==> src/pcomp_pkg.sv <==
// pcomp_pkg: shared types, constants and arithmetic helpers for the palette compositor
// depends on nothing; imported by every module of the block
`timescale 1ns / 1ps

package pcomp_pkg;

   // item kinds carried in the first tuser bit
   localparam logic MODE_LOAD      = 1'b0;
   localparam logic MODE_COMPOSITE = 1'b1;

   localparam int QUEUE_DEPTH = 4;
   localparam logic [7:0] ALPHA_OPAQUE = 8'd255;
   localparam logic [7:0] ALPHA_CLEAR  = 8'd0;
   localparam logic [15:0] ROUND_HALF  = 16'd127;

   // one classified item between front and back
   typedef struct packed {
      logic       is_comp;
      logic       store_only;
      logic [7:0] slot;
      logic [7:0] blue;    // premultiplied on load, destination on composite
      logic [7:0] green;
      logic [7:0] red;
      logic [7:0] alpha;
   } queue_entry_type;

   // exact x / 255 for any 16-bit x up to 65279
   function automatic logic [7:0] div255(input logic [15:0] x);
      logic [16:0] t;
      t = 17'(x) + 17'd1 + 17'(x[15:8]);
      return t[15:8];
   endfunction

   function automatic logic [7:0] premul(input logic [7:0] c, input logic [7:0] a);
      logic [15:0] p;
      p = 16'(c) * 16'(a) + ROUND_HALF;
      return div255(p);
   endfunction

   function automatic logic [7:0] over(input logic [7:0] s, input logic [7:0] d,
                                       input logic [7:0] inv);
      logic [15:0] p;
      p = 16'(d) * 16'(inv) + ROUND_HALF;
      return s + div255(p);
   endfunction

endpackage

==> src/pcomp_front.sv <==
// pcomp_front: classifies input items, folds the index into the palette and premultiplies loads
// depends on pcomp_pkg
`timescale 1ns / 1ps

module pcomp_front
   import pcomp_pkg::*;
#(
   parameter int PALETTE_DEPTH = 256
) (
   input  logic [39:0]     req_tdata,
   input  logic [1:0]      req_tuser,
   output queue_entry_type entry
);

   localparam int FOLD_BITS = 8 * 256;

   // index modulo depth for every possible 8-bit index, built at elaboration
   function automatic logic [FOLD_BITS-1:0] build_fold();
      logic [FOLD_BITS-1:0] t;
      t = '0;
      for (int k = 0; k < 256; k++) begin
         t[k*8 +: 8] = 8'(k % PALETTE_DEPTH);
      end
      return t;
   endfunction

   localparam logic [FOLD_BITS-1:0] FOLD_TABLE = build_fold();

   logic [7:0] idx;
   logic [7:0] c_blue;
   logic [7:0] c_green;
   logic [7:0] c_red;
   logic [7:0] c_alpha;
   logic       is_comp;

   assign idx     = req_tdata[7:0];
   assign c_blue  = req_tdata[15:8];
   assign c_green = req_tdata[23:16];
   assign c_red   = req_tdata[31:24];
   assign c_alpha = req_tdata[39:32];
   assign is_comp = (req_tuser[0] == MODE_COMPOSITE);

   always_comb begin
      entry.is_comp    = is_comp;
      entry.store_only = req_tuser[1];
      entry.slot       = FOLD_TABLE[{idx, 3'b000} +: 8];
      entry.alpha      = c_alpha;
      if (is_comp) begin
         entry.blue  = c_blue;
         entry.green = c_green;
         entry.red   = c_red;
      end else begin
         entry.blue  = premul(c_blue, c_alpha);
         entry.green = premul(c_green, c_alpha);
         entry.red   = premul(c_red, c_alpha);
      end
   end

endmodule

==> config.mk <==
export PLATFORM = sky130hd
export DESIGN_NAME = pcomp_front
export DESIGN_NICKNAME = d
export VERILOG_FILES = /design/src/pcomp_pkg.sv /design/src/pcomp_front.sv
export SDC_FILE = /design/constraint.sdc
export NUM_CORES = 1
export LEC_CHECK = 0
export ABC_AREA = 0
export BUFFER_PORTS_ARGS = -buffer_cell sky130_fd_sc_hd__buf_2
export CORE_MARGIN = 2
export CORE_UTILIZATION = 50
export DETAILED_ROUTE_END_ITERATION = 8
export PLACE_DENSITY_LB_ADDON = 0.25
export REMOVE_ABC_BUFFERS = 1
export SYNTH_ARGS = -nofsm -noshare
export SYNTH_HDL_FRONTEND = slang
export SYNTH_SLANG_ARGS = --single-unit
==> constraint.sdc <==
create_clock -name vclk -period 9.35
set_input_delay 0.935 -clock vclk [all_inputs]
set_output_delay 0.935 -clock vclk [all_outputs]
set_load 0.005 [all_outputs]
==> summary.md <==
| Metric | Value |
|---|---|
| Status | `finished, final reports clean` |
| Final nets | `1,344` |
| Core area | `0.01647 mm2` |
| Max Clk Rate | `roughly 0.12 GHz` |
| DRC | `0` |
| Worst path max stage delay | `approximately 580 ps` |
| Final WL | `18,710 um` |
| Unrepaired setup endpoints after global routing | `no` |
| Setup Total Neg Slack | `0 ps` |
| Endpoints failing setup | `0` |
| Initial Utilization | `between 50 and 60%` |
| First-pass GRT wire length | `32,270 um` |
| Core Rows | `between 40 and 50` |
| Min-delay worst type | `input pin to primary output` |
| Synth Instances | `1,033` |
| Synthesized area per cell | `8.070 um2` |
| Max IR drop VDD | `about 0.33 mV` |
| DR pass1 iterations | `5` |
| Minimum clock period | `~8400 ps` |
| Post-DP HPWL | `14,890 um` |
| Cell count after placement | `between 1,000 and 1,500` |
| Count leader, synth | `inv_1` |
| Number of setup buffers added after CTS | `0` |
| Vias per cell | `approximately 5.4` |
| I/O pins | `84` |
| Most frequent cells after synthesis | `inv_1, and2_1, fa_1, ha_1, nand2_1` |
| Setup crit start kind | `input pin` |
| Final Hold Fails | `0` |
| GRT Overall Usage | `21.70%` |
| Die W | `133.1 um` |
| Via count | `6,929` |
| Initial DRC count | `326` |
| Share of cells above drive strength 1 | `8.167%` |
| Worst-path maximum fanout | `25` |
| ANT cells | `0` |
| Synth top area cells | `fa_1, ha_1, and2_1` |
| Critical Path AT | `7460 ps` |
| Port Buffers | `66` |
| Non-Filler Instances | `1,273` |
| Crit path required time | `~8400 ps` |
| Post-synthesis sequential area ratio | `0%` |
| Pwr dens | `373.2 mW/mm2` |
| # clk buffers | `0` |
| Fin crit share | `around 90%` |
| Yosys warns | `0` |
| Routed Antenna Nets | `0` |
| LEAKAGE | `0.004617 uW` |
| Post-CTS Hold Fix Bufs | `0` |
| Vias in the first global route | `6,802` |
| Initial antenna violation count | `0` |
| Top cell type by total area after synthesis | `fa_1` |
| Crit-path slowest cell | `a211oi_1` |
| GRT Residual Overflow | `0` |
| Pin count of the biggest net entering global routing | `53` |
| Synth Cell Area | `0.008337 mm2` |
| DIE AREA | `0.01772 mm2` |
| Final Wtd Congestion | `0.8934` |
| Flip-flop and latch count | `0` |
| Resize count post-CTS | `0` |
| Max-slew violation count | `0` |
| Syn-to-layout area delta | `4.503%` |
| Max transition margin | `39.32%` |
| Max Cap Viol | `0` |
| Slew of the pin with the lowest slew margin | `910.2 ps` |
| Die boundary height | `133.1 um` |
| Post-synth top area share | `30.26%` |
| CP endpoint kind | `primary output` |
| Post-synth cell types | `64` |
| Cell area after layout | `0.008712 mm2` |
| Drt wl/cell | `14.69 um` |
| Register Area | `0 um2` |
| Dpl cell area | `a little under 0.009 mm2` |
| WS Path Type | `input pin to primary output` |
==> kinds of logic after synthesis <==
group           share of synthesized area, %
mux                                   0.7654
fa+ha+maj                              48.67
xor+xnor                               5.463
simple gates                           22.23
buf+inv                                10.87
compound gates                         12.01
==> worst paths after layout <==
check | cells past startpoint | to | slack [ps] | startpoint
worst max-delay path | 26 | entry[20] | 950 | req_tdata[32]
worst min-delay path | 0 | entry[32] | 1870 | req_tdata[0]
==> placed cells by master (no fill, tap or decap), types with 9 or more instances in the layout <==
| cell type | count |
|---|---|
| xor2_1 | 18 |
| o21ai_1 | 9 |
| a21o_1 | 18 |
| a211oi_1 | 11 |
| a31oi_1 | 9 |
| nor2_1 | 33 |
| and2_1 | 129 |
| xnor2_1 | 34 |
| fa_1 | 126 |
| nand4_1 | 13 |
| nand3_1 | 11 |
| o21ai_0 | 28 |
| buf_2 | 66 |
| nor3_1 | 13 |
| ha_1 | 121 |
| inv_1 | 174 |
| nand2_1 | 116 |
| a21oi_1 | 32 |
==> metrics by stage <==
stage | setup slack (ps) | hold slack, ps | utilization, % | power, uW
2_1_floorplan | 2121 | 1870 | - | 2500
3_3_place_gp | 1075 | 1870 | 52.91 | 3190
3_5_place_dp | 983.4 | 1870 | 52.91 | 3219
4_1_cts | 958.4 | 1870 | 52.91 | 3246
5_1_grt | 467.4 | 1870 | 52.91 | 3673
6_report | 952.1 | 1870 | 52.91 | 3251
==> layout make-up <==
type / instances / area (um2)
Tap cell: 220 / 275.3
Multi-Input combinational cell: 810 / 7431
Timing Repair Buffer: 69 / 352.8
Inverter: 174 / 653.1
Fill cell: 1627 / 7754
==> where the power goes <==
group          total [uW]  leakage (uW)  internal [uW]  switching, uW
clock                   0             0              0              0
combinational        3250       0.00462           1390           1870
sequential              0             0              0              0
==> per-layer routing <==
layer | routed length, um | track usage, % | vias to the layer above | part of all wire (%)
li1 | - | - | 3373 | -
met1 | 8609 | 30.78 | 3371 | 46
met2 | 9117 | 38.92 | 173 | 49
met3 | 855 | 0.7610 | 12 | 4.6
met4 | 122 | 1.418 | 0 | 0.65
met5 | 0 | 0 | - | 0
==> critical path: cells and delay by family <==
family / cells / cell delay (ps)
fa+ha+maj: 7 / 3030
compound gates: 8 / 1940
buf+inv: 6 / 790
simple gates: 4 / 580
xor+xnor: 1 / 160
Note: power is estimated with default switching activity, not from simulation.
