File: src/pcomp_pkg.sv
// pcomp_pkg: shared types, constants and arithmetic helpers for the palette compositor
// depends on nothing; imported by every module of the block
`timescale 1ns / 1ps

package pcomp_pkg;

   // item kinds carried in the first tuser bit
   localparam logic MODE_LOAD      = 1'b0;
   localparam logic MODE_COMPOSITE = 1'b1;

   localparam int QUEUE_DEPTH = 4;
   localparam logic [7:0] ALPHA_OPAQUE = 8'd255;
   localparam logic [7:0] ALPHA_CLEAR  = 8'd0;
   localparam logic [15:0] ROUND_HALF  = 16'd127;

   // one classified item between front and back
   typedef struct packed {
      logic       is_comp;
      logic       store_only;
      logic [7:0] slot;
      logic [7:0] blue;    // premultiplied on load, destination on composite
      logic [7:0] green;
      logic [7:0] red;
      logic [7:0] alpha;
   } queue_entry_type;

   // exact x / 255 for any 16-bit x up to 65279
   function automatic logic [7:0] div255(input logic [15:0] x);
      logic [16:0] t;
      t = 17'(x) + 17'd1 + 17'(x[15:8]);
      return t[15:8];
   endfunction

   function automatic logic [7:0] premul(input logic [7:0] c, input logic [7:0] a);
      logic [15:0] p;
      p = 16'(c) * 16'(a) + ROUND_HALF;
      return div255(p);
   endfunction

   function automatic logic [7:0] over(input logic [7:0] s, input logic [7:0] d,
                                       input logic [7:0] inv);
      logic [15:0] p;
      p = 16'(d) * 16'(inv) + ROUND_HALF;
      return s + div255(p);
   endfunction

endpackage

File: src/pcomp_queue.sv
// pcomp_queue: short first-in first-out queue of classified items
// depends on pcomp_pkg
`timescale 1ns / 1ps

module pcomp_queue
   import pcomp_pkg::*;
(
   input  logic            clock,
   input  logic            reset,
   input  logic            push,
   input  queue_entry_type push_entry,
   output logic            full,
   input  logic            pop,
   output logic            not_empty,
   output queue_entry_type head
);

   localparam int PW = $clog2(QUEUE_DEPTH);
   localparam int CW = $clog2(QUEUE_DEPTH + 1);

   queue_entry_type slots_ff [QUEUE_DEPTH];
   logic [PW-1:0] wr_ptr_ff, wr_ptr_in;
   logic [PW-1:0] rd_ptr_ff, rd_ptr_in;
   logic [CW-1:0] count_ff, count_in;

   assign full      = (count_ff == CW'(QUEUE_DEPTH));
   assign not_empty = (count_ff != '0);
   assign head      = slots_ff[rd_ptr_ff];

   always_comb begin
      wr_ptr_in = push ? wr_ptr_ff + PW'(1) : wr_ptr_ff;
      rd_ptr_in = pop ? rd_ptr_ff + PW'(1) : rd_ptr_ff;
      count_in  = count_ff;
      if (push && !pop) begin
         count_in = count_ff + CW'(1);
      end else if (pop && !push) begin
         count_in = count_ff - CW'(1);
      end
   end

   always_ff @(posedge clock) begin
      if (reset) begin
         wr_ptr_ff <= '0;
         rd_ptr_ff <= '0;
         count_ff  <= '0;
      end else begin
         wr_ptr_ff <= wr_ptr_in;
         rd_ptr_ff <= rd_ptr_in;
         count_ff  <= count_in;
      end
   end

   always_ff @(posedge clock) begin
      if (push) begin
         slots_ff[wr_ptr_ff] <= push_entry;
      end
   end

endmodule

File: config.mk
export PLATFORM = sky130hd
export DESIGN_NAME = pcomp_queue
export DESIGN_NICKNAME = d
export VERILOG_FILES = /design/src/pcomp_pkg.sv /design/src/pcomp_queue.sv
export SDC_FILE = /design/constraint.sdc
export NUM_CORES = 1
export LEC_CHECK = 0
export BUFFER_PORTS_ARGS = -buffer_cell sky130_fd_sc_hd__buf_2
export CORE_MARGIN = 1
export CORE_UTILIZATION = 50
export DETAILED_ROUTE_END_ITERATION = 10
export PLACE_DENSITY_LB_ADDON = 0.08
export REMOVE_ABC_BUFFERS = 1
export SYNTH_ARGS = -nofsm -noshare
export SYNTH_HDL_FRONTEND = slang
export SYNTH_SLANG_ARGS = --single-unit
File: constraint.sdc
create_clock -name clock -period 2.95 [get_ports clock]
set_clock_uncertainty 0.15 [all_clocks]
set_input_delay 0.1475 -clock clock [delete_from_list [all_inputs] [get_ports clock]]
set_output_delay 0.1475 -clock clock [all_outputs]
set_load 0.005 [all_outputs]
==> results of run 1 <==
[kinds of logic (layout without fill, tap and decap cells)]
family | after synthesis | count (layout) | share of synthesized area
compound gates | 2 | 2 | 0.00153
simple gates | 15 | 15 | 0.0115
flops | 177 | 177 | 0.798
xor+xnor | 5 | 5 | 0.00669
mux | 44 | 44 | 0.149
fa+ha+maj | 6 | 6 | 0.0126
buf+inv | 15 | 179 | 0.0205
[per-layer routing]
layer / vias up / track usage / part of all wire
li1: 1412 / - / -
met1: 1563 / 0.218 / 0.43
met2: 70 / 0.288 / 0.51
met3: 12 / 0.0524 / 0.042
met4: 0 / 0.0838 / 0.015
met5: - / 0 / 0
[final timing paths]
path | from | endpoint | cells after the start
setup / recovery | flip-flop | head[35] | 3
hold / removal | push_entry[9] | slots_ff[3][9] | 2
setup reg to reg | wr_ptr_ff[0] | slots_ff[2][16] | 4
hold reg to reg | count_ff[2] | count_ff[2] | 2
[stage by stage]
step | hold WS [ns] | total power, mW | setup WS (ns)
floorplan | 0.0666 | 3.25 | 0.117
global placement | 0.211 | 3.48 | 1.01
detailed placement | 0.212 | 3.49 | 1.00
CTS | 0.311 | 5.94 | 0.537
global route | 0.333 | 6.10 | 0.458
finish | 0.334 | 5.88 | 0.622
[where the power goes]
part	leakage (nW)	switching, mW	total (mW)	internal (mW)
clock network	0.317	0.832	2.41	1.57
registers	1.62	0.0609	2.94	2.88
logic	0.965	0.227	0.525	0.298
[worst max-delay path: cells and delay by family (launching register included)]
family | cells | cell delay, ns
buf+inv | 2 | 0.43
mux | 1 | 0.51
flops | 1 | 0.66
[cell type report]
cell class,count,share of cell area
Timing Repair Buffer,143,0.122
Inverter,4,0.00181
Tap cell,172,0.0259
Clock inverter,13,0.0259
Clock buffer,19,0.0521
Multi-Input combinational cell,72,0.143
Sequential cell,177,0.629
[registers in the layout, summed over array words and instances (netlist names), named ones only]
| signal | count |
|---|---|
| rd_ptr_ff | 2 |
| count_ff | 3 |
| slots_ff | 168 |
| wr_ptr_ff | 2 |
[layout by cell type, fill, tap and decap left out, drive strengths merged, types with 5 or more instances in the layout]
master,n
edfxtp,168
nor2,7
clkbuf,19
bufinv,6
dfxtp,9
buf,97
clkinv,7
mux4,42
ha,5
dlygate4sd3,46
[timing repair]
item	CTS	global route
resized for setup	0	0
hold endpoints to repair	177	0
setup buffers	0	0
hold buffers	46	0
==> results.json, run 1 <==
{
  "crit_path_end_kind": "output port",
  "grt_overflow": 0,
  "synth_seq_cells": 177,
  "synth-main-ff-cell": "edfxtp_1",
  "cts_tree": "yes",
  "start_kind": "flip-flop",
  "post_dp_cell_area_um2": 7210,
  "nFillCells": 896,
  "coreArea_um2": 12700,
  "first_global_vias": 3170,
  "leakagePower_nw": 2.90,
  "antennaDiodeCount": 0,
  "insertion_delay_ns": 0.41,
  "maxCapViolCount": 0,
  "timing.slew.headroom": 0.571,
  "wire_per_inst_um": 18.0,
  "yosys-top-cells-area": "edfxtp_1 77%, mux4_2 14%, dfxtp_1 2.8%, buf_12 1.2%, ha_1 0.96%",
  "ys_async_sr_fraction": 0,
  "place_congestion": 0.659,
  "arrival_ns": 2.03,
  "clk_pin_slew_ns": 0.06,
  "die_width_um": 116,
  "cts-root-buf": "clkbuf_16",
  "cp_max_fo": 23,
  "layout-drive-gt1-share": 0.397,
  "grt_first_pass_wirelength_um": 16400,
  "worstPathRequired_ns": 2.65,
  "synth_area_per_cell_um2": 24.8,
  "finalSetupViolations": 0,
  "max_freq_ghz": 0.430,
  "yosysTopAreaCellShare": 0.771,
  "synth_commonest_cells": "168 x edfxtp_1, 40 x mux4_2, 9 x dfxtp_1",
  "synth-edff-count": 168,
  "min_path_type": "input port to flip-flop",
  "placedCellCount": 522,
  "status": "finished clean",
  "fp.dieH_um": 116,
  "grt_usage": 0.176,
  "tightest_slew_ns": 0.643,
  "rsz0062_at_grt": "no",
  "worst_path_max_delay_cell": "dfxtp_4",
  "vias_per_cell": 5.10,
  "power_density_nw_per_um2": 707,
  "crit_path_max_incr_delay_ns": 0.66,
  "final.setup.tns_ns": 0,
  "io_buffers": 89,
  "slew_viol_final": 0,
  "rrSetupSlack_ns": 1.08,
  "fin_cells": 600,
  "design_area_um2": 8310,
  "cts.sinks": 177,
  "vias": 3057,
  "ir_drop_mv": 0.338,
  "finalCriticalPeriod_ns": 2.33,
  "synth_area_leader_cell": "edfxtp_1",
  "final-seq-area_um2": 5230,
  "place_hpwl_um": 6300,
  "yosysMostFrequentCell": "edfxtp_1",
  "syn-instance-count": 264,
  "cts_max_level": 4,
  "clockBufferDepth": 2,
  "worstSetupPathType": "flip-flop to output port",
  "multi_input_area_um2": 1190,
  "cp_cell_sequence": "buf_4 > mux4_2 > buf_2",
  "ys_seq_area_frac": 0.798,
  "fin_util": 0.656,
  "antenna_found_initial": 0,
  "num_rows": 41,
  "route.detailed.drc": 0,
  "grt_max_degree": 43,
  "drt-initial-drc-count": 186,
  "die_area_um2": 13500,
  "yosysWarningCount": 0,
  "dr.pass1.iters": 5,
  "pin_count": 90,
  "hold_violations": 0,
  "postRouteAntennaNets": 0,
  "synthesis.area_um2": 6540,
  "nNetsFinal": 467,
  "ys_types": 21,
  "min_period_over_period": 0.789,
  "start_util": 0.516,
  "area_growth_pct": 27.1,
  "cts-buffers-inserted": 17,
  "drt-total-wl_um": 10800
}
Note: power is estimated with default switching activity, not from simulation.
==> run 2, diff against run 1 <==
- clock period: 2.95 -> 2.4 ns (I/O delays scaled with it)
==> run 2 against run 1 <==
- non-clock buffer count increased by 3
- total power is 22% higher
- clock power increased by 20%
- core utilization rose by 0.12 points
- clock-buffer cell count increased by 1
- critical path depth unchanged
- critical endpoint is now head[37]
- via count grew 0.56%
- global-route usage about the same
- register-to-register slack got worse by 0.35 ns
- flip-flop and latch count stayed put
==> results.json, run 2 (synthesis gave the netlist of run 1 again) <==
{
  "first_global_vias": 3103,
  "design_area_um2": 8330,
  "route.detailed.drc": 0,
  "fin_cells": 604,
  "cts_max_level": 4,
  "grt_max_degree": 35,
  "insertion_delay_ns": 0.42,
  "place_hpwl_um": 6640,
  "dr.pass1.iters": 4,
  "largest_register": "slots_ff",
  "power_density_nw_per_um2": 858,
  "p_sw_frac": 0.196,
  "drt-initial-drc-count": 188,
  "io_buffers": 89,
  "layout-drive-gt1-share": 0.399,
  "final_common_cell": "edfxtp_1",
  "dp_slack_ns": 0.612,
  "finalSetupViolations": 0,
  "leakagePower_nw": 2.91,
  "worstPathRequired_ns": 2.13,
  "rr_endpoint": "slots_ff[3][26]",
  "cts_tree": "yes",
  "area_growth_pct": 27.3,
  "cts-root-buf": "clkbuf_16",
  "min_path_type": "input port to flip-flop",
  "num_rows": 41,
  "status": "finished clean",
  "pin_count": 90,
  "grt_first_pass_wirelength_um": 16400,
  "cts-buffers-inserted": 17,
  "drt-total-wl_um": 10800,
  "clk_pin_slew_ns": 0.06,
  "ff2ff_path_depth": 3,
  "vias_per_cell": 5.09,
  "max_freq_ghz": 0.456,
  "nNetsFinal": 470,
  "slew_viol_final": 0,
  "clockBufferDepth": 2,
  "ir_drop_mv": 0.567,
  "maxCapViolCount": 0,
  "clockPowerShare": 0.403,
  "antenna_found_initial": 1,
  "cts-resized-gates": 0,
  "die_width_um": 116,
  "top_regs": "slots_ff: 168 flops, count_ff: 3 flops",
  "grtUsageMet1": 0.235,
  "wire_per_inst_um": 17.9,
  "start_util": 0.516,
  "setup_slack_ns": 0.205,
  "hold_violations": 0,
  "post_dp_cell_area_um2": 7240,
  "placedCellCount": 525,
  "switchingPower_mw": 1.40,
  "tightest_slew_ns": 0.469,
  "vias": 3074,
  "start_kind": "flip-flop",
  "p_int_mw": 5.75,
  "coreArea_um2": 12700,
  "use_met2": 0.269,
  "seqPwrFrac": 0.505,
  "rsz0062_at_grt": "no",
  "grt_usage": 0.177,
  "cp_max_fo": 15,
  "cts.sinks": 177,
  "largest_reg_flops": 168,
  "die_area_um2": 13500,
  "arrival_ns": 1.92,
  "post-cts-setup-buffers": 0,
  "postRouteAntennaNets": 0,
  "grt_overflow": 0,
  "min_period_over_period": 0.915,
  "finalCriticalPeriod_ns": 2.19,
  "crit_path_end_kind": "output port",
  "cts_hold_buffers": 46,
  "rrSetupSlack_ns": 0.73,
  "worstSetupPathType": "flip-flop to output port",
  "grtUsageMet3": 0.0431,
  "place_congestion": 0.668,
  "final_cell_mix": "168 x edfxtp_1, 89 x buf_2, 46 x dlygate4sd3_1",
  "critPathCapture": "head[37]",
  "fp.dieH_um": 116,
  "r2r_start": "wr_ptr_ff[0]",
  "busiest_layer": "met2",
  "timing.slew.headroom": 0.687,
  "power_frac_comb": 0.092
}
-- run 2: changes by cell type in the layout (fill, tap and decap cells not counted), sizes merged --
cell    before  now
buf         97  100
clkbuf      19   20
bufinv       6    5
diode        0    1
-- run 2: how the worst min path moves through the flow --
stage,start,end,slack [ns],cells past startpoint
after CTS,push_entry[10],slots_ff[3][10],0.26,2
after floorplan,reset,count_ff[2],0.04,1
after detailed placement,push_entry[31],slots_ff[3][31],0.19,1
final,push_entry[10],slots_ff[0][10],0.29,2
after global routing,push_entry[11],slots_ff[2][11],0.29,2
after global placement,push_entry[11],slots_ff[1][11],0.18,1
-- run 2: cell type report --
cell class                 count  area (um^2)
multi-input combinational     72         1190
inverter                       4         15.0
antenna                        1         2.50
sequential                   177         5230
clock inverter                12          189
fill                         889         4340
tap                          172          215
timing repair buffer         146         1050
clock buffer                  20          437
-- run 2: critical path, cell delays in order, from the launching register on --
cell and delay (ns):
dfxtp_4 0.55, buf_4 0.26, mux4_1 0.54, buf_2 0.14
-- run 2: power groups by stage --
| stage | Combinational (mW) | Clock, mW | Sequential, mW |
|---|---|---|---|
| 2_1_floorplan | 0.302 | 0 | 3.69 |
| 3_3_place_gp | 0.604 | 0 | 3.67 |
| 3_5_place_dp | 0.613 | 0 | 3.68 |
| 4_1_cts | 0.675 | 2.94 | 3.61 |
| 5_1_grt | 0.729 | 3.04 | 3.62 |
| 6_report | 0.659 | 2.88 | 3.61 |
-- run 2: layer usage --
layer | vias to the layer above | wire [um]
met5 | - | 0
met4 | 0 | 301
met3 | 25 | 493
met2 | 84 | 5220
met1 | 1547 | 4810
li1 | 1418 | -
-- run 2: through the flow --
step | setup TNS, ns | power, mW | hold slack, ns | utilization
after floorplan | -14.90 | 3.99 | 0.0391 | -
after global placement | 0 | 4.28 | 0.181 | 0.571
after detailed placement | 0 | 4.29 | 0.185 | 0.571
after CTS | 0 | 7.23 | 0.264 | 0.657
after global routing | 0 | 7.40 | 0.289 | 0.657
final | 0 | 7.15 | 0.292 | 0.657
==> run 3, diff against run 2 <==
- CELL_PAD_IN_SITES_DETAIL_PLACEMENT: unset -> 1
- CELL_PAD_IN_SITES_GLOBAL_PLACEMENT: unset -> 1
==> run 3 against run 2 <==
- die area unchanged
- combinational power increased by 2%
- largest cell class unchanged
- wire length increased by 11%
- via count increased by 1.9%
- highest routed layer unchanged
- clock power decreased by 15%
- cell count decreased by 0.99%
- sequential share of layout area increased by 0.92 points
- register-to-register slack improved by 0.02 ns
- clock-buffer cell count decreased by 3
- flip-flop and latch count unchanged
- setup slack got worse by 0.017 ns
- non-clock buffer count decreased by 4
==> results.json, run 3 (synthesis gave the netlist of run 1 again) <==
{
  "final.setup.tns_ns": 0,
  "vias_per_cell": 5.24,
  "worstSetupPathType": "flip-flop to output port",
  "io_buffers": 89,
  "grtUsageMet3": 0.0524,
  "cts_tree": "yes",
  "clk_pin_slew_ns": 0.06,
  "crit_path_end_kind": "output port",
  "arrival_ns": 1.94,
  "insertion_delay_ns": 0.41,
  "clockPowerShare": 0.365,
  "seqPwrFrac": 0.535,
  "status": "finished clean",
  "post_dp_cell_area_um2": 7220,
  "use_met2": 0.335,
  "slew_viol_final": 0,
  "cp_max_fo": 22,
  "postRouteAntennaNets": 0,
  "finalSetupViolations": 0,
  "critPathCapture": "head[36]",
  "finalCriticalPeriod_ns": 2.21,
  "antennaDiodeCount": 0,
  "top_regs": "slots_ff: 168 flops, count_ff: 3 flops",
  "largest_reg_flops": 168,
  "power_density_nw_per_um2": 822,
  "busiest_layer": "met2",
  "place_congestion": 0.666,
  "wire_per_inst_um": 20.1,
  "grt_usage": 0.195,
  "grt_max_degree": 43,
  "area_growth_pct": 25.4,
  "switchingPower_mw": 1.44,
  "nFillCells": 1068,
  "start_util": 0.516,
  "max_freq_ghz": 0.452,
  "rsz0062_at_grt": "no",
  "start_kind": "flip-flop",
  "layout-drive-gt1-share": 0.392,
  "largest_register": "slots_ff",
  "ir_drop_mv": 0.490,
  "power_mw": 6.75,
  "die_width_um": 116,
  "min_path_type": "input port to flip-flop",
  "drt-total-wl_um": 12000,
  "p_int_mw": 5.31,
  "design_area_um2": 8210,
  "nNetsFinal": 466,
  "dr.pass1.iters": 4,
  "cts-root-buf": "clkbuf_16",
  "place_hpwl_um": 6980,
  "timing.slew.headroom": 0.732,
  "min_period_over_period": 0.921,
  "cts_max_level": 4,
  "holdPathStages": 2,
  "cts.sinks": 177,
  "hold_violations": 0,
  "route.detailed.drc": 0,
  "power_frac_comb": 0.100,
  "first_global_vias": 3436,
  "pin_count": 90,
  "fp.dieH_um": 116,
  "clockBufferDepth": 2,
  "maxCapViolCount": 0,
  "worst_path_max_delay_cell": "mux4_2",
  "drt-initial-drc-count": 134,
  "placedCellCount": 521,
  "cts_hold_buffers": 46,
  "p_sw_frac": 0.214,
  "antenna_found_initial": 0,
  "final_common_cell": "edfxtp_1",
  "coreArea_um2": 12700,
  "crit_path_max_incr_delay_ns": 0.56,
  "rrSetupSlack_ns": 0.75,
  "leakagePower_nw": 2.84,
  "cts-buffers-inserted": 17,
  "fin_cells": 598,
  "final_cell_mix": "168 x edfxtp_1, 89 x buf_2, 46 x dlygate4sd3_1",
  "fin_util": 0.648,
  "r2r_start": "count_ff[0]",
  "ff2ff_path_depth": 4,
  "num_rows": 41,
  "vias": 3132,
  "grtUsageMet1": 0.231,
  "cp_cell_sequence": "buf_12 > mux4_2 > buf_2",
  "rr_endpoint": "count_ff[2]",
  "post-cts-setup-buffers": 0,
  "grt_overflow": 0,
  "die_area_um2": 13500,
  "tightest_slew_ns": 0.402,
  "cts-resized-gates": 0,
  "worstPathRequired_ns": 2.13,
  "grt_first_pass_wirelength_um": 18400
}
==> run 3: changes by cell type in the layout (fill, tap and decap cells not counted), moves of 2 or more <==
| cell | previous run | this run |
|---|---|---|
| buf_4 | 6 | 1 |
| clkinvlp_4 | 0 | 2 |
| clkbuf_1 | 3 | 0 |
| clkinv_1 | 3 | 6 |
| bufinv_16 | 5 | 1 |
==> run 3: final cells by class <==
type                    count  area (um^2)  area share
well taps                 172          215      0.0262
clock inverters            14          100      0.0122
inverters                   4         15.0     0.00183
repair buffers            142         1030       0.126
clock buffers              17          425      0.0518
flip-flops and latches    177         5230       0.637
multi-input cells          72         1190       0.145
==> run 3: metal layers <==
layer / vias up / wire length, um
met5: - / 0
li1: 1409 / -
met4: 0 / 141
met1: 1637 / 4980
met3: 8 / 476
met2: 78 / 6430
==> run 3: worst min path at each step <==
stage	start	end	slack, ns
after detailed placement	push_entry[6]	slots_ff[1][6]	0.19
after floorplan	reset	count_ff[2]	0.04
final	push_entry[18]	slots_ff[2][18]	0.30
after global routing	push_entry[20]	slots_ff[0][20]	0.30
after global placement	push_entry[39]	slots_ff[3][39]	0.18
after CTS	push_entry[20]	slots_ff[0][20]	0.29
==> run 3: per-stage QoR <==
step                worst slack (ns)  hold WS (ns)
global placement               0.606         0.183
global route                  0.0849         0.303
finish                         0.189         0.301
floorplan                     -0.406        0.0391
detailed placement             0.598         0.186
CTS                            0.134         0.287
==> run 3: power groups by stage <==
stage / clock network (mW) / registers (mW) / logic [mW]
floorplan: 0 / 3.69 / 0.302
global placement: 0 / 3.67 / 0.613
detailed placement: 0 / 3.68 / 0.626
CTS: 2.51 / 3.61 / 0.690
global route: 2.62 / 3.62 / 0.739
finish: 2.46 / 3.61 / 0.673
==> run 3: critical path: cells and delay by family (launching register included) <==
kind / cells / cell delay, ns
flops: 1 / 0.54
buf+inv: 2 / 0.41
mux: 1 / 0.56
